--- config.mk ---
export PLATFORM = sky130hd
export DESIGN_NAME = at_ipd_frame_parser_top
export DESIGN_NICKNAME = d
export VERILOG_FILES = /design/src/hw/rtl/aip_pkg.sv /design/src/hw/rtl/at_ipd_frame_parser_top.sv /design/src/hw/rtl/aip_in_reg.sv /design/src/hw/rtl/aip_parser_core.sv /design/src/hw/rtl/aip_out_reg.sv
export SDC_FILE = /design/constraint.sdc
export NUM_CORES = 1
export LEC_CHECK = 0
export BUFFER_PORTS_ARGS = -buffer_cell sky130_fd_sc_hd__buf_4
export CORE_MARGIN = 8
export CORE_UTILIZATION = 35
export CTS_BUF_LIST = sky130_fd_sc_hd__clkbuf_2 sky130_fd_sc_hd__clkbuf_4 sky130_fd_sc_hd__clkbuf_8
export DETAILED_ROUTE_END_ITERATION = 16
export GPL_TIMING_DRIVEN = 1
export PLACE_DENSITY = 0.48
export SLEW_MARGIN = 20
export SYNTH_ARGS = -nofsm -noshare
export SYNTH_HDL_FRONTEND = slang
export SYNTH_HIERARCHICAL = 1
export SYNTH_SLANG_ARGS = --single-unit
--- constraint.sdc ---
create_clock -name clk -period 8.6 [get_ports clk]
set_input_delay 1.72 -clock clk [delete_from_list [all_inputs] [get_ports clk]]
set_output_delay 1.72 -clock clk [all_outputs]
set_load 0.01 [all_outputs]
--- src/hw/rtl/aip_pkg.sv ---
// shared types and constants for the ipd frame parser
// no dependencies; used by the top level, parser core and result register
`default_nettype none

package aip_pkg;

  localparam int BUFFER_BYTES    = 64;
  localparam int COUNT_CHARS_MAX = 15;

  // longest payload a header may announce
  localparam logic [7:0] LEN_CAP       = 8'(BUFFER_BYTES - 1);
  localparam logic [3:0] COUNT_LIMIT   = 4'(COUNT_CHARS_MAX);
  localparam logic [7:0] SERVER_CH_RST = 8'd52;

  localparam logic [7:0] CH_COLON = 8'h3a;
  localparam logic [7:0] CH_SPACE = 8'h20;
  localparam logic [7:0] CH_PLUS  = 8'h2b;
  localparam logic [7:0] CH_MINUS = 8'h2d;
  localparam logic [7:0] CH_ZERO  = 8'h30;
  localparam logic [7:0] CH_NINE  = 8'h39;
  localparam logic [7:0] CH_TAB   = 8'h09;
  localparam logic [7:0] CH_CR    = 8'h0d;

  localparam int IPD_LEN   = 4;
  localparam int READY_LEN = 5;

  localparam logic [7:0] IPD_TEXT [IPD_LEN] = '{8'h49, 8'h50, 8'h44, 8'h2c};
  localparam logic [7:0] READY_TEXT [READY_LEN] = '{8'h72, 8'h65, 8'h61, 8'h64, 8'h79};

  typedef enum logic [1:0] {
    KIND_HEADER  = 2'd0,
    KIND_PAYLOAD = 2'd1,
    KIND_RESTART = 2'd2
  } kind_t;

  typedef struct packed {
    kind_t      kind;
    logic [7:0] channel;
    logic [7:0] msg_length;
    logic [7:0] data;
    logic       from_server;
    logic       last;
  } result_t;

  // core to output register
  typedef struct packed {
    logic    load;
    result_t res;
  } out_load_t;

endpackage

`default_nettype wire

--- src/hw/rtl/at_ipd_frame_parser_top.sv ---
// ipd frame parser: finds "IPD," frames and "ready" in a received byte stream
// Channels:
//   in_*   one received byte per word (in_valid / in_stall)
//   out_*  one result per word: header, payload byte or module restart
//   cfg_*  write of the server channel character; cfg_ready is always high
// Path: a taken byte waits in the input register; the result register then
//   loads its result and raises out_valid.
//   Throughput: one byte per cycle unless a result waits on out_stall; the
//   parser state is updated in a single pass of the state machine logic.
// Bytes that cause no result pass through without needing the result register,
//   so they keep flowing even while a result waits to be taken.
// Stall: when out_stall holds a result and the next byte also has a result,
//   that byte waits in the input register and in_stall goes high.
// Reset: synchronous, active low. Parser returns to hunting, all counters
//   clear, the server channel returns to '4', both registers empty.
// User writes configuration only when no frame is in flight; not enforced.
// depends on aip_pkg, aip_in_reg, aip_parser_core, aip_out_reg
`default_nettype none

module at_ipd_frame_parser_top (
  input  wire logic       clk,
  input  wire logic       rst_n,
  input  wire logic       in_valid,
  output logic            in_stall,
  input  wire logic [7:0] in_rx_byte,
  output logic            out_valid,
  input  wire logic       out_stall,
  output logic [1:0]      out_kind,
  output logic [7:0]      out_channel,
  output logic [7:0]      out_msg_length,
  output logic [7:0]      out_data,
  output logic            out_from_server,
  output logic            out_last,
  input  wire logic       cfg_valid,
  output logic            cfg_ready,
  input  wire logic [7:0] cfg_server_channel
);

  logic               item_valid;
  logic [7:0]         item_byte;
  logic               advance;
  logic               out_space;
  logic [7:0]         server_ch_r;
  aip_pkg::out_load_t out_load;
  aip_pkg::result_t   out_res;

  assign cfg_ready = 1'b1;

  always_ff @(posedge clk) begin
    if (!rst_n) begin
      server_ch_r <= aip_pkg::SERVER_CH_RST;
    end else if (cfg_valid && cfg_ready) begin
      server_ch_r <= cfg_server_channel;
    end
  end

  aip_in_reg u_in_reg (
    .clk        (clk),
    .rst_n      (rst_n),
    .in_valid   (in_valid),
    .in_stall   (in_stall),
    .in_rx_byte (in_rx_byte),
    .advance    (advance),
    .item_valid (item_valid),
    .item_byte  (item_byte)
  );

  aip_parser_core u_core (
    .clk            (clk),
    .rst_n          (rst_n),
    .item_valid     (item_valid),
    .item_byte      (item_byte),
    .out_space      (out_space),
    .server_channel (server_ch_r),
    .advance        (advance),
    .out_load       (out_load)
  );

  aip_out_reg u_out_reg (
    .clk       (clk),
    .rst_n     (rst_n),
    .out_load  (out_load),
    .out_space (out_space),
    .out_valid (out_valid),
    .out_stall (out_stall),
    .out_res   (out_res)
  );

  assign out_kind        = out_res.kind;
  assign out_channel     = out_res.channel;
  assign out_msg_length  = out_res.msg_length;
  assign out_data        = out_res.data;
  assign out_from_server = out_res.from_server;
  assign out_last        = out_res.last;

endmodule

`default_nettype wire

--- src/hw/rtl/aip_in_reg.sv ---
// input register of the ipd frame parser: holds one received word
// depends on aip_pkg only through the top level wiring (no package use)
`default_nettype none

module aip_in_reg (
  input  wire logic       clk,
  input  wire logic       rst_n,
  input  wire logic       in_valid,
  output logic            in_stall,
  input  wire logic [7:0] in_rx_byte,
  input  wire logic       advance,
  output logic            item_valid,
  output logic [7:0]      item_byte
);

  logic       valid_r, valid_nxt;
  logic [7:0] byte_r;
  logic       accept;

  // slot frees whenever the held word moves on
  assign in_stall = valid_r && !advance;
  assign accept   = in_valid && !in_stall;

  always_comb begin
    valid_nxt = valid_r;
    if (accept) begin
      valid_nxt = 1'b1;
    end else if (advance) begin
      valid_nxt = 1'b0;
    end
  end

  always_ff @(posedge clk) begin
    if (!rst_n) begin
      valid_r <= 1'b0;
    end else begin
      valid_r <= valid_nxt;
    end
  end

  always_ff @(posedge clk) begin
    if (accept) begin
      byte_r <= in_rx_byte;
    end
  end

  assign item_valid = valid_r;
  assign item_byte  = byte_r;

endmodule

`default_nettype wire

--- src/hw/rtl/aip_parser_core.sv ---
// parser state machine: matchers, count conversion and payload counting
// depends on aip_pkg
`default_nettype none

module aip_parser_core (
  input  wire logic               clk,
  input  wire logic               rst_n,
  input  wire logic               item_valid,
  input  wire logic [7:0]         item_byte,
  input  wire logic               out_space,
  input  wire logic [7:0]         server_channel,
  output logic                    advance,
  output aip_pkg::out_load_t      out_load
);

  typedef enum logic [2:0] {
    PH_HUNT    = 3'd0,
    PH_CHAN    = 3'd1,
    PH_SEP     = 3'd2,
    PH_COUNT   = 3'd3,
    PH_DROP    = 3'd4,
    PH_PAYLOAD = 3'd5
  } phase_t;

  typedef enum logic [1:0] {
    CV_SPACE  = 2'd0,
    CV_DIGITS = 2'd1,
    CV_DONE   = 2'd2
  } cv_t;

  phase_t     phase_r, phase_nxt;
  logic [2:0] ipd_pos_r, ipd_pos_nxt;
  logic [2:0] rdy_pos_r, rdy_pos_nxt;
  logic [7:0] chan_r, chan_nxt;
  logic [7:0] accum_r, accum_nxt;
  logic [3:0] seen_r, seen_nxt;
  cv_t        cv_r, cv_nxt;
  logic       neg_r, neg_nxt;
  logic [7:0] left_r, left_nxt;

  logic              has_res;
  aip_pkg::result_t  res;
  logic [7:0]        c;
  logic              is_digit;
  logic              is_space;
  logic              ipd_hit;
  logic              rdy_hit;
  logic [2:0]        ipd_step;
  logic [2:0]        rdy_step;
  logic              fin;
  logic              fin_drop;
  logic [7:0]        fin_val;
  logic [7:0]        fin_len;
  logic [7:0]        dec_left;

  assign c        = item_byte;
  assign is_digit = (c >= aip_pkg::CH_ZERO) && (c <= aip_pkg::CH_NINE);
  assign is_space = (c == aip_pkg::CH_SPACE) || (c inside {[aip_pkg::CH_TAB:aip_pkg::CH_CR]});
  assign ipd_hit  = (ipd_pos_r < 3'(aip_pkg::IPD_LEN)) &&
                    (c == aip_pkg::IPD_TEXT[ipd_pos_r[1:0]]);
  assign rdy_hit  = (rdy_pos_r < 3'(aip_pkg::READY_LEN)) &&
                    (c == aip_pkg::READY_TEXT[rdy_pos_r]);
  assign ipd_step = ipd_hit ? ipd_pos_r + 3'd1 : 3'd0;
  assign rdy_step = rdy_hit ? rdy_pos_r + 3'd1 : 3'd0;
  assign dec_left = left_r - 8'd1;

  // a word leaves the input register unless it has a result with nowhere to go
  assign advance = item_valid && (!has_res || out_space);

  always_comb begin
    phase_nxt   = phase_r;
    ipd_pos_nxt = ipd_pos_r;
    rdy_pos_nxt = rdy_pos_r;
    chan_nxt    = chan_r;
    accum_nxt   = accum_r;
    seen_nxt    = seen_r;
    cv_nxt      = cv_r;
    neg_nxt     = neg_r;
    left_nxt    = left_r;
    has_res     = 1'b0;
    res         = '0;
    fin         = 1'b0;
    fin_drop    = 1'b0;
    fin_val     = 8'd0;
    fin_len     = 8'd0;

    case (phase_r)
      PH_HUNT: begin
        ipd_pos_nxt = ipd_step;
        rdy_pos_nxt = rdy_step;
        if (ipd_step == 3'(aip_pkg::IPD_LEN)) begin
          ipd_pos_nxt = 3'd0;
          rdy_pos_nxt = 3'd0;
          phase_nxt   = PH_CHAN;
        end else if (rdy_step == 3'(aip_pkg::READY_LEN)) begin
          ipd_pos_nxt = 3'd0;
          rdy_pos_nxt = 3'd0;
          has_res     = 1'b1;
          res.kind    = aip_pkg::KIND_RESTART;
        end
      end
      PH_CHAN: begin
        chan_nxt  = c;
        phase_nxt = PH_SEP;
      end
      PH_SEP: begin
        accum_nxt = 8'd0;
        seen_nxt  = 4'd0;
        cv_nxt    = CV_SPACE;
        neg_nxt   = 1'b0;
        phase_nxt = PH_COUNT;
      end
      PH_COUNT: begin
        if (c == aip_pkg::CH_COLON) begin
          fin = 1'b1;
        end else begin
          // atoi-style: whitespace, one sign, then digits
          if (cv_r == CV_SPACE && is_space) begin
            cv_nxt = CV_SPACE;
          end else if (cv_r == CV_SPACE &&
                       (c == aip_pkg::CH_PLUS || c == aip_pkg::CH_MINUS)) begin
            neg_nxt = (c == aip_pkg::CH_MINUS);
            cv_nxt  = CV_DIGITS;
          end else if (cv_r == CV_SPACE || cv_r == CV_DIGITS) begin
            if (is_digit) begin
              accum_nxt = {accum_r[4:0], 3'd0} + {accum_r[6:0], 1'b0} +
                          (c - aip_pkg::CH_ZERO);
              cv_nxt    = CV_DIGITS;
            end else begin
              cv_nxt = CV_DONE;
            end
          end
          seen_nxt = seen_r + 4'd1;
          if (seen_nxt >= aip_pkg::COUNT_LIMIT) begin
            fin      = 1'b1;
            fin_drop = 1'b1;
          end
        end
        if (fin) begin
          fin_val  = neg_nxt ? (8'd0 - accum_nxt) : accum_nxt;
          fin_len  = (fin_val < aip_pkg::LEN_CAP) ? fin_val : aip_pkg::LEN_CAP;
          left_nxt = fin_len;
          if (fin_drop) begin
            phase_nxt = PH_DROP;
          end else begin
            phase_nxt = (fin_len != 8'd0) ? PH_PAYLOAD : PH_HUNT;
          end
          has_res         = 1'b1;
          res.kind        = aip_pkg::KIND_HEADER;
          res.channel     = chan_r;
          res.msg_length  = fin_len;
          res.from_server = (chan_r == server_channel);
          res.last        = (fin_len == 8'd0);
        end
      end
      PH_DROP: begin
        phase_nxt = (left_r != 8'd0) ? PH_PAYLOAD : PH_HUNT;
      end
      PH_PAYLOAD: begin
        left_nxt = dec_left;
        if (dec_left == 8'd0) begin
          phase_nxt = PH_HUNT;
        end
        has_res         = 1'b1;
        res.kind        = aip_pkg::KIND_PAYLOAD;
        res.channel     = chan_r;
        res.data        = c;
        res.from_server = (chan_r == server_channel);
        res.last        = (dec_left == 8'd0);
      end
      default: begin
        phase_nxt = PH_HUNT;
      end
    endcase
  end

  assign out_load.load = advance && has_res;
  assign out_load.res  = res;

  always_ff @(posedge clk) begin
    if (!rst_n) begin
      phase_r   <= PH_HUNT;
      ipd_pos_r <= 3'd0;
      rdy_pos_r <= 3'd0;
      chan_r    <= 8'd0;
      accum_r   <= 8'd0;
      seen_r    <= 4'd0;
      cv_r      <= CV_SPACE;
      neg_r     <= 1'b0;
      left_r    <= 8'd0;
    end else if (advance) begin
      phase_r   <= phase_nxt;
      ipd_pos_r <= ipd_pos_nxt;
      rdy_pos_r <= rdy_pos_nxt;
      chan_r    <= chan_nxt;
      accum_r   <= accum_nxt;
      seen_r    <= seen_nxt;
      cv_r      <= cv_nxt;
      neg_r     <= neg_nxt;
      left_r    <= left_nxt;
    end
  end

  a_payload_nonzero: assert property (@(posedge clk) disable iff (!rst_n)
    phase_r == PH_PAYLOAD |-> left_r != 8'd0)
    else $error("payload phase with nothing left");

  a_count_below_limit: assert property (@(posedge clk) disable iff (!rst_n)
    phase_r == PH_COUNT |-> seen_r < aip_pkg::COUNT_LIMIT)
    else $error("count phase past its character limit");

  a_matchers_reset: assert property (@(posedge clk) disable iff (!rst_n)
    phase_r != PH_HUNT |-> (ipd_pos_r == 3'd0 && rdy_pos_r == 3'd0))
    else $error("matcher left running outside hunting");

  a_header_capped: assert property (@(posedge clk) disable iff (!rst_n)
    phase_r == PH_PAYLOAD |-> left_r <= aip_pkg::LEN_CAP)
    else $error("payload count above buffer cap");

endmodule

`default_nettype wire

--- src/hw/rtl/aip_out_reg.sv ---
// result register of the ipd frame parser
// depends on aip_pkg for the result struct
`default_nettype none

module aip_out_reg (
  input  wire logic                 clk,
  input  wire logic                 rst_n,
  input  wire aip_pkg::out_load_t   out_load,
  output logic                      out_space,
  output logic                      out_valid,
  input  wire logic                 out_stall,
  output aip_pkg::result_t          out_res
);

  logic             valid_r, valid_nxt;
  aip_pkg::result_t res_r;

  assign out_space = !valid_r || !out_stall;

  always_comb begin
    valid_nxt = valid_r;
    if (out_load.load) begin
      valid_nxt = 1'b1;
    end else if (valid_r && !out_stall) begin
      valid_nxt = 1'b0;
    end
  end

  always_ff @(posedge clk) begin
    if (!rst_n) begin
      valid_r <= 1'b0;
    end else begin
      valid_r <= valid_nxt;
    end
  end

  always_ff @(posedge clk) begin
    if (out_load.load) begin
      res_r <= out_load.res;
    end
  end

  assign out_valid = valid_r;
  assign out_res   = res_r;

  a_load_has_room: assert property (@(posedge clk) disable iff (!rst_n)
    out_load.load |-> out_space)
    else $error("result loaded over a word still waiting");

endmodule

`default_nettype wire
==> impl_results.md, run 1 <==
- Status: finished clean
- CTS tree: done
- Final-layout fill cell count: 1,459
- Final wirelength: 13,500 um
- Post-Syn Area: 0.00509 mm^2
- Routability cong.: 0.878
- Die Y: 137 um
- Final Skew: 0.0138 ns
- Insertion delay to the later sink of the worst-skew pair: 0.38 ns
- Top cell family by delay on the critical path: simple AND/OR/NAND/NOR gates
- GRT Total Usage: 0.148
- Drt wl/cell: 17.6 um
- I/O Buffers: 50
- Worst R2R Start: u_in_reg/item_byte[3]$_DFFE_PP_
- CTS Hold Bufs: 0
- Share of cells above drive strength 1: 0.141
- Initial DRC Count: 304
- CP required: 6.88 ns
- Clock Path Buffers: 2
- Grt ovf: 0
- Crit. Startpoint: u_in_reg/item_byte[1]$_DFFE_PP_
- CTS buffer count: 9
- WHS Path Cells: 2
- Largest net degree at the start of global routing: 57
- HP Start: u_core/ipd_pos_r[2]$_SDFFE_PN0P_
- Worst rel slew slack: 0.318
- Crit path largest cell delay: 0.67 ns
- Arrival @ worst endpoint: 3.38 ns
- Pre-antenna DRT Iters: 5
- Post-route ant nets: 0
- ANT cells: 0
- Core area: 0.0144 mm^2
- Cell taking the most area after synthesis: edfxtp_1
- Max IR drop VDD: 0.0629 mV
- Die Span X: 137 um
- Reg2Reg Depth: 14
- Ys async rst share: 0
- Clk pin slew, worst setup/hold paths: 0.09 ns
- Syn_area_per_cell: 9.47 um^2
- Slowest-stage cell, CP: edfxtp_1
- Worst Path Buf+Inv: 2
- Final period util: 0.593
- FF+latch count, synth: 86
- EDFF count, synth: 36
- CTS sink count: 86
- Endpoint class of the critical path: output pin
- Synth top area share: 0.212
- H-tree lvl count: 3
- Fin util: 0.404
- Vias after detailed routing: 4,098
- CP max FO: 14
- DR vias/cell: 5.35
- Vias in the first global route: 3,942
- First-pass GRT wire length: 21,400 um
- WS Path Type: reg2out
- Tmin final: 5.10 ns
- CTS-repair resized insts: 0
- DRC Markers: 0
- Pins Over Slew Limit: 0
- Die footprint: 0.0187 mm^2
- Final setup TNS: 0 ns
- Max frequency: 196 MHz
- Crit-path cells: nor2b_1, or4b_1, a31o_1, and3_1, a21oi_2, inv_2, nor2b_4, buf_4
- Worst min path class: reg2reg
- Initial Utilization: 0.354
- Critical path depth in cells: 8
- Unique masters post-synth: 73
- Critical Path Source Type: register
- Io pins: 52
- Site row count: 44
- Nets: 625
- Synth warn: 6
- Final hold vios: 0
- Area growth syn-to-layout: 14.0%
- Sequential element share of the synthesized area: 0.409
- Pwr/cell area: 137 mW/mm^2
- Hold path endpoint: u_core/ipd_pos_r[2]$_SDFFE_PN0P_
- Max Cap Viol: 0
- Top_reg_cell synth: dfxtp_1
- Post-CTS Setup Inserts: 0
- Reg2reg setup slack: 4.06 ns
- Largest cells by area after synthesis: edfxtp_1 21%, dfxtp_1 20%, ha_1 5.4%
- Worst slew pin tran: 1.02 ns
- Reg2Reg Capture Point: u_out_reg/out_res[0]$_DFFE_PP_
- Initial antenna violation count: 0
- CTS Root Cell: clkbuf_8
- Post-Syn Instances: 538
- Post-DP HPWL: 10,100 um
- Final setup violation count: 0
- LEAKAGE: 2.23 nW
- RSZ-0062 raised after global routing: no
worst max path at each step:
stage                     slack [ns]                             end
after floorplan                 4.50  u_out_reg/out_res[0]$_DFFE_PP_
after global placement          3.93                        in_stall
after detailed placement        3.88                        in_stall
after CTS                       3.48                        in_stall
after global routing            3.16                        in_stall
final                           3.50                        in_stall
synthesized netlist by cell type (all sizes together) (8+ instances only):
master / count
a21boi: 9
a21oi: 27
and2: 15
and3: 8
buf: 8
clkbuf: 15
dfxtp: 50
edfxtp: 36
ha: 22
inv: 32
mux2i: 22
nand2: 43
nand2b: 8
nand3: 21
nor2: 31
nor2b: 24
nor3: 13
nor4: 9
o21ai: 15
xnor2: 15
xor2: 15
sequential cells by signal (all words and copies together) (netlist names):
signal and count:
u_out_reg/out_valid 1, u_core/phase_r 3, u_core/cv_r 2, u_out_reg/out_res 28, u_in_reg/item_valid 1, u_core/left_r 8
u_in_reg/item_byte 8, u_core/seen_r 4, server_ch_r 8, u_core/accum_r 8, u_core/ipd_pos_r 3, u_core/rdy_pos_r 3
u_core/neg_r 1, u_core/chan_r 8
logic make-up (layout without fill, tap and decap cells):
logic type / count (synthesis) / after routing / synth area share
simple gates: 205 / 205 / 0.224
buf+inv: 56 / 99 / 0.0472
compound gates: 107 / 107 / 0.141
xor+xnor: 31 / 31 / 0.0560
mux: 24 / 24 / 0.0484
other cells: 2 / 3 / 0.00147
fa+ha+maj: 27 / 27 / 0.0737
flops: 86 / 86 / 0.409
stage by stage:
stage          power (W)  area [um^2]  cells  hold slack (ns)  worst slack [ns]
2_1_floorplan   0.000487         5100    539            0.426              4.50
3_3_place_gp    0.000506         5600    750            0.459              3.93
3_5_place_dp    0.000508         5600    750            0.465              3.88
4_1_cts         0.000809         5800    766            0.477              3.48
5_1_grt         0.000829         5800    766            0.491              3.16
6_report        0.000795         5800    766            0.476              3.50
tightest hold or removal path, delay by kind of cell (launching register included):
family / cells / cell delay (ns)
AO/OA/AOI/OAI: 1 / 0.05
flip-flops: 1 / 0.33
AND/OR/NAND/NOR: 1 / 0.06
power breakdown:
part | switching (W) | leakage [nW] | internal [W]
combinational | 0.0000341 | 1.40 | 0.0000265
clock | 0.000151 | 0.107 | 0.000146
sequential | 0.00000976 | 0.717 | 0.000428
total | 0.000195 | 2.23 | 0.000600
final cells by class:
cell class / count / area [um^2] / area share
Multi-Input combinational cell: 397 / 2790 / 0.481
Tap cell: 184 / 230 / 0.0397
Timing Repair Buffer: 50 / 375 / 0.0647
Inverter: 33 / 124 / 0.0213
Clock inverter: 5 / 57.6 / 0.00992
Clock buffer: 11 / 145 / 0.0250
Sequential cell: 86 / 2080 / 0.359
layout by cell type, fill, tap and decap left out, types with 5 or more instances in the layout:
cell type	Yosys	routed
and3_1	8	8
ha_1	22	22
or4_1	7	7
nand2b_1	8	8
xnor2_1	15	15
nand3_1	21	21
o22ai_1	7	7
edfxtp_1	36	36
inv_1	31	31
fa_1	5	5
nand2_1	43	43
or3_1	7	7
o21ai_0	11	11
nor2b_1	23	23
and2_1	14	14
nor2_1	31	31
dfxtp_1	50	50
buf_4	3	50
mux2i_1	22	22
o211ai_1	5	5
o31ai_1	7	7
a21boi_1	8	8
nor4_1	8	8
clkbuf_8	0	10
xor2_1	15	15
o21a_1	7	7
nor3_1	12	12
a21oi_1	25	25
a31oi_1	7	6
routing by layer:
metal  vias to the layer above  track usage  routed length, um
li1                       2006            -                  -
met1                      1987        0.198               6400
met2                        91        0.228               6200
met3                        14       0.0371                665
met4                         0       0.0470                229
met5                         -            0                  0
Power figures use the tool's default switching activity.
==> run 2, diff against run 1 <==
- ABC_AREA: unset -> 1
- clock period: 8.6 -> 5.3 ns (I/O delays scaled with it)
==> impl_results.md, run 2 <==
- Status: finished clean
- Largest register FFs: 28 (unchanged)
- Vias in the first global route: 4,581 (+16%)
- CTS sink count: 86 (unchanged)
- CTS Hold Bufs: 0 (unchanged)
- Most frequent cells after synthesis: 152 x nand2_1, 94 x inv_1, 81 x nor2_1, 57 x nand3_1, 50 x dfxtp_1
- Clock Path Buffers: 2 (unchanged)
- Power Total: 0.00135 W (+70%)
- Synth top area share: 0.203 (-0.00913)
- Cell taking the most area after synthesis: edfxtp_1
- Core area: 0.0150 mm^2 (+4.6%)
- Crit-path cells: ha_1, xnor2_1, nor2_1, a31oi_1, nor2_1, nor2_1, nand2_2, nand2_2, nand2_4, inv_4, inv_1, nand2_2, inv_2, buf_4
- Insertion delay to the later sink of the worst-skew pair: 0.38 ns (about the same)
- CP required: 4.24 ns (-2.64 ns)
- Worst slew pin tran: 1.06 ns (+0.0395 ns)
- I/O Buffers: 50 (unchanged)
- RSZ-0062 raised after global routing: no
- Commonest non-fill, non-tap cell in the layout: nand2_1
- Pwr/cell area: 224 mW/mm^2 (+63%)
- Final setup violation count: 0 (unchanged)
- CTS Root Cell: clkbuf_8
- Final hold vios: 0 (unchanged)
- Post-CTS Setup Inserts: 0 (unchanged)
- EDFF count, synth: 36 (unchanged)
- CTS buffer count: 9 (unchanged)
- Final Skew: 0.00740 ns (-0.00643 ns)
- Arrival @ worst endpoint: 3.19 ns (-0.19 ns)
- CTS tree: done
- CP max FO: 31 (+17)
- Post-Syn Instances: 699 (+30%)
- First-pass GRT wire length: 22,400 um (+4.9%)
- Pre-antenna DRT Iters: 4 (-1)
- Cell Count Post-Placement: 920 (+23%)
- Share of cells above drive strength 1: 0.158 (+0.0169)
- Grt ovf: 0 (unchanged)
- Io pins: 52 (unchanged)
- Post-route ant nets: 0 (unchanged)
- Synth warn: 6 (unchanged)
- Site row count: 45 (+2.3%)
- Clk pin slew, worst setup/hold paths: 0.09 ns (about the same)
- Pins Over Slew Limit: 0 (unchanged)
- CTS-repair resized insts: 0 (unchanged)
- Max IR drop VDD: 0.118 mV (+88%)
- ANT cells: 0 (unchanged)
- Post-Syn Area: 0.00532 mm^2 (+4.5%)
- Largest cells by area after synthesis: edfxtp_1 20%, dfxtp_1 19%, nand2_1 11%
- Final setup TNS: 0 ns (unchanged)
- DRC Markers: 0 (unchanged)
- Die Span X: 139 um (+2.0%)
- Routability cong.: 0.874 (-0.35%)
- Vias after detailed routing: 4,543 (+11%)
- Top_reg_cell synth: dfxtp_1
- WHS Path Cells: 2 (unchanged)
- Critical Path Source Type: register
- WS Path Type: reg2out
- Largest net degree at the start of global routing: 33 (-42%)
- DR vias/cell: 4.85 (-9.3%)
- Tmin final: 4.25 ns
- Worst min path class: reg2reg
- H-tree lvl count: 3 (unchanged)
- Sequential element share of the synthesized area: 0.391 (-0.0176)
- Endpoint class of the critical path: output pin
- Worst R2R Start: u_in_reg/item_byte[3]$_DFFE_PP_
- HP Start: u_core/neg_r$_SDFFE_PN0P_
- Most frequent cells in the layout: 152 x nand2_1, 94 x inv_1, 81 x nor2_1, 57 x nand3_1, 53 x buf_4
- Hold path endpoint: u_core/neg_r$_SDFFE_PN0P_
- Max frequency: 235 MHz
- Area growth syn-to-layout: 13.2%
- Count leader, synth: nand2_1
- LEAKAGE: 2.78 nW (+25%)
- GRT Total Usage: 0.144 (-0.00433)
- Die footprint: 0.0194 mm^2 (+4.0%)
- Reg2Reg Capture Point: u_out_reg/out_res[12]$_DFFE_PP_
- Drt wl/cell: 14.5 um (-18%)
- Initial Utilization: 0.354 (-0.000436)
- Final period util: 0.802
- Max Cap Viol: 0 (unchanged)
- FF+latch count, synth: 86 (unchanged)
- Syn_area_per_cell: 7.61 um^2 (-20%)
- Worst rel slew slack: 0.291 (-0.0271)
- Ys async rst share: 0 (unchanged)
- Post-DP HPWL: 10,300 um (+2.5%)
- Die Y: 139 um (+2.0%)
- Unique masters post-synth: 51 (-30%)
- Final wirelength: 13,600 um (+0.59%)
- Reg2reg setup slack: 1.38 ns (-2.68 ns)
- Crit path largest cell delay: 0.66 ns (about the same)
- Reg2Reg Depth: 18 (+4)
- Post-route insts no fill: 936 (+22%)
- Initial antenna violation count: 0 (unchanged)
- Slowest-stage cell, CP: nor2_1
- Initial DRC Count: 265 (-13%)
- Nets: 791 (+27%)
## run 2: cell types whose count changed in the layout (fill, tap and decap cells not counted), moves of 13 or more
cell	before	now
a21oi_1	25	44
nand2_1	43	152
mux2i_1	22	0
nand3_1	21	57
and2_1	14	0
nand4_1	1	15
nor2_1	31	81
inv_1	31	94
nor2b_1	23	0
nand2_2	0	13
## run 2: layout make-up
class / count / area (um^2)
inverters: 106 / 400
flip-flops and latches: 86 / 2080
fillers: 1537 / 9010
repair buffers: 53 / 398
multi-input cells: 487 / 2700
well taps: 188 / 235
clock buffers: 11 / 151
clock inverters: 5 / 63.8
## run 2: layer usage
| layer | GRT usage | vias up | part of all wire |
|---|---|---|---|
| met5 | 0 | - | 0 |
| met4 | 0.0699 | 0 | 0.021 |
| met3 | 0.0359 | 18 | 0.049 |
| met2 | 0.237 | 89 | 0.46 |
| met1 | 0.172 | 2093 | 0.47 |
| li1 | - | 2343 | - |
## run 2: report_power, final
group | switching (W) | leakage (nW) | total, W | internal, W
logic | 0.0000784 | 1.88 | 0.000124 | 0.0000453
clock network | 0.000264 | 0.112 | 0.000514 | 0.000250
registers | 0.0000157 | 0.784 | 0.000712 | 0.000697
total | 0.000358 | 2.78 | 0.00135 | 0.000992
## run 2: how the worst max path moves through the flow
stage	cells after the start	end	slack (ns)	startpoint
finish	14	in_stall	1.05	u_core/seen_r[0]$_SDFFE_PN0P_
CTS	14	in_stall	1.02	u_core/seen_r[0]$_SDFFE_PN0P_
global placement	18	u_out_reg/out_res[12]$_DFFE_PP_	1.45	u_in_reg/item_byte[3]$_DFFE_PP_
detailed placement	18	u_out_reg/out_res[12]$_DFFE_PP_	1.39	u_in_reg/item_byte[3]$_DFFE_PP_
global route	14	in_stall	0.74	u_core/seen_r[0]$_SDFFE_PN0P_
floorplan	19	u_out_reg/out_res[12]$_DFFE_PP_	1.91	u_in_reg/item_byte[3]$_DFFE_PP_
## run 2: cells by family after synthesis
| logic type | after synthesis | share of synthesized area |
|---|---|---|
| DFF | 86 | 0.391 |
| other | 2 | 0.00141 |
| buffers and inverters | 127 | 0.103 |
| adders and majority gates | 27 | 0.0705 |
| xor gates and xnor gates | 22 | 0.0376 |
| and+or+nand+nor | 354 | 0.305 |
| AOI/OAI and AO/OA | 81 | 0.0912 |
## run 2: metrics by stage
stage               setup WS [ns]   util  instance area, um^2  hold slack, ns
floorplan                    1.91      -                 5330           0.439
global placement             1.45  0.387                 5810           0.455
detailed placement           1.39  0.387                 5810           0.461
CTS                          1.02  0.401                 6030           0.474
global route                0.742  0.401                 6030           0.505
finish                       1.05  0.401                 6030           0.474
## run 2: worst max-delay path, delay by kind of cell, from the launching register on
kind / cells / cell delay, ns
adders and majority gates: 1 / 0.21
xor gates and xnor gates: 1 / 0.20
DFF: 1 / 0.35
AOI/OAI and AO/OA: 1 / 0.20
and+or+nand+nor: 7 / 1.28
buffers and inverters: 4 / 0.57
==> run 3, diff against run 2 <==
- PLACE_DENSITY: 0.48 -> 0.5
- clock period: 5.3 -> 3.6 ns (I/O delays scaled with it)
==> impl_results.md, run 3 (synthesis results as in run 2) <==
- Post-DP HPWL: 10,300 um (+0.26%)
- Final setup violation count: 0 (unchanged)
- Status: finished clean
- Crit-path cells: inv_1, ha_1, xor2_1, nand4_1, nor3_2, nand3_1, nand2_1, inv_1, nand2_2, nand2_2, nand2_2, nand2_4, inv_4, inv_1, nand2_2, inv_2, buf_4
- Core area: 0.0150 mm^2 (unchanged)
- Worst min path class: reg2reg
- WS Path Type: reg2out
- Site row count: 45 (unchanged)
- Footprint of the multi-input gates: 0.00275 mm^2 (+2.0%)
- Final-layout fill cell count: 1,524 (-0.85%)
- Crit path largest cell delay: 0.41 ns (-0.25 ns)
- Largest net degree at the start of global routing: 33 (unchanged)
- Final wirelength: 13,900 um (+2.7%)
- Max IR drop VDD: 0.146 mV (+24%)
- Pwr/cell area: 325 mW/mm^2 (+45%)
- DR vias/cell: 4.90 (+0.98%)
- Cell mode on critical path: nand2_2
- Initial antenna violation count: 0 (unchanged)
- Reg area: 0.00209 mm^2 (+0.24%)
- Share of cells above drive strength 1: 0.191 (+0.0333)
- Critical Path Source Type: register
- Max frequency: 294 MHz
- Most frequent cells in the layout: 150 x nand2_1, 92 x inv_1, 79 x nor2_1, 69 x buf_4, 55 x nand3_1
- Io pins: 52 (unchanged)
- Final hold vios: 0 (unchanged)
- I/O Buffers: 50 (unchanged)
- CTS tree: done
- First-pass GRT wire length: 23,000 um (+2.5%)
- Routability cong.: 0.832 (-4.8%)
- GRT Total Usage: 0.145 (+0.00130)
- Clock Path Buffers: 2 (unchanged)
- LEAKAGE: 2.88 nW (+3.5%)
- Final Skew: 0.0130 ns (+0.00563 ns)
- H-tree lvl count: 3 (unchanged)
- Arrival @ worst endpoint: 2.69 ns (-0.50 ns)
- Insertion delay to the later sink of the worst-skew pair: 0.37 ns (about the same)
- DRC Markers: 0 (unchanged)
- Initial Utilization: 0.354 (unchanged)
- Grt ovf: 0 (unchanged)
- ANT cells: 0 (unchanged)
- Commonest non-fill, non-tap cell in the layout: nand2_1
- Slowest-stage cell, CP: dfxtp_1
- Post-route ant nets: 0 (unchanged)
- Max Cap Viol: 0 (unchanged)
- Largest register FFs: 28 (unchanged)
- Drt wl/cell: 14.6 um (+0.98%)
- Worst slew pin tran: 1.03 ns (-0.0282 ns)
- CP required: 2.88 ns (-1.36 ns)
- Pre-antenna DRT Iters: 4 (unchanged)
- CTS Hold Bufs: 0 (unchanged)
- Final period util: 0.946
- Final setup TNS: 0 ns (unchanged)
- Die Y: 139 um (unchanged)
- Nets: 807 (+2.0%)
- Tmin final: 3.41 ns
- Vias after detailed routing: 4,666 (+2.7%)
- Worst rel slew slack: 0.306 (+0.0153)
- CTS sink count: 86 (unchanged)
- Die Span X: 139 um (unchanged)
- Endpoint class of the critical path: output pin
- CP max FO: 5 (-84%)
- Pins Over Slew Limit: 0 (unchanged)
- Clk pin slew, worst setup/hold paths: 0.09 ns (about the same)
- Fin Hold WS: 0.468 ns (-0.00661 ns)
- Die footprint: 0.0194 mm^2 (unchanged)
- Area growth syn-to-layout: 16.6%
- CTS buffer count: 9 (unchanged)
- CTS Root Cell: clkbuf_8
- Initial DRC Count: 217 (-18%)
- Vias in the first global route: 4,673 (+2.0%)
==> run 3: final timing paths <==
| path | start | to | slack [ns] | cells past startpoint |
|---|---|---|---|---|
| worst max-delay path | u_core/ipd_pos_r[1]$_SDFFE_PN0P_ | in_stall | 0.19 | 17 |
| worst min-delay path | u_core/chan_r[3]$_SDFFE_PN0P_ | u_core/chan_r[3]$_SDFFE_PN0P_ | 0.47 | 2 |
| worst max register to register | u_core/accum_r[0]$_SDFFE_PN0P_ | u_core/left_r[3]$_SDFFE_PN0P_ | 0.20 | 20 |
| worst min register to register | u_core/chan_r[3]$_SDFFE_PN0P_ | u_core/chan_r[3]$_SDFFE_PN0P_ | 0.47 | 2 |
==> run 3: critical path, delay by kind of cell, from the launching register on <==
family | cells | cell delay, ns
and+or+nand+nor | 9 | 0.99
adders and majority gates | 1 | 0.34
xor gates and xnor gates | 1 | 0.16
buffers and inverters | 6 | 0.44
DFF | 1 | 0.41
==> run 3: report_power, final <==
part | switching [W] | internal (W) | total (W)
Combinational | 0.000129 | 0.0000802 | 0.000209
Clock | 0.000370 | 0.000398 | 0.000768
Sequential | 0.0000169 | 0.00102 | 0.00104
==> run 3: final cells by class <==
type / count / share of cell area
clock buffers: 10 / 0.0212
repair buffers: 69 / 0.0835
clock inverters: 6 / 0.0137
flip-flops and latches: 86 / 0.336
multi-input cells: 487 / 0.443
inverters: 106 / 0.0645
well taps: 188 / 0.0379
==> run 3: per-stage QoR <==
stage          total power (W)   util  setup WS (ns)  instances  instance area, um^2
2_1_floorplan          0.00121      -          0.214        700                 5330
3_3_place_gp           0.00126  0.393          0.206        932                 5900
3_5_place_dp           0.00127  0.393          0.176        932                 5900
4_1_cts                0.00204  0.407         0.0621        948                 6120
5_1_grt                0.00211  0.413        -0.0169        952                 6210
6_report               0.00202  0.413          0.193        952                 6210
==> run 3: what timing repair did <==
action / in CTS / in global routing
gates resized for setup: 1 / 16
pin swaps: 0 / 5
endpoints found under the setup margin: 1 / 10
buffers inserted: 0 / 4
==> run 3: layer usage <==
layer	up-vias	GRT usage	wire length, um
met1	2193	0.178	6470
li1	2359	-	-
met4	0	0.0589	299
met5	-	0	0
met2	92	0.247	6610
met3	22	0.0246	555
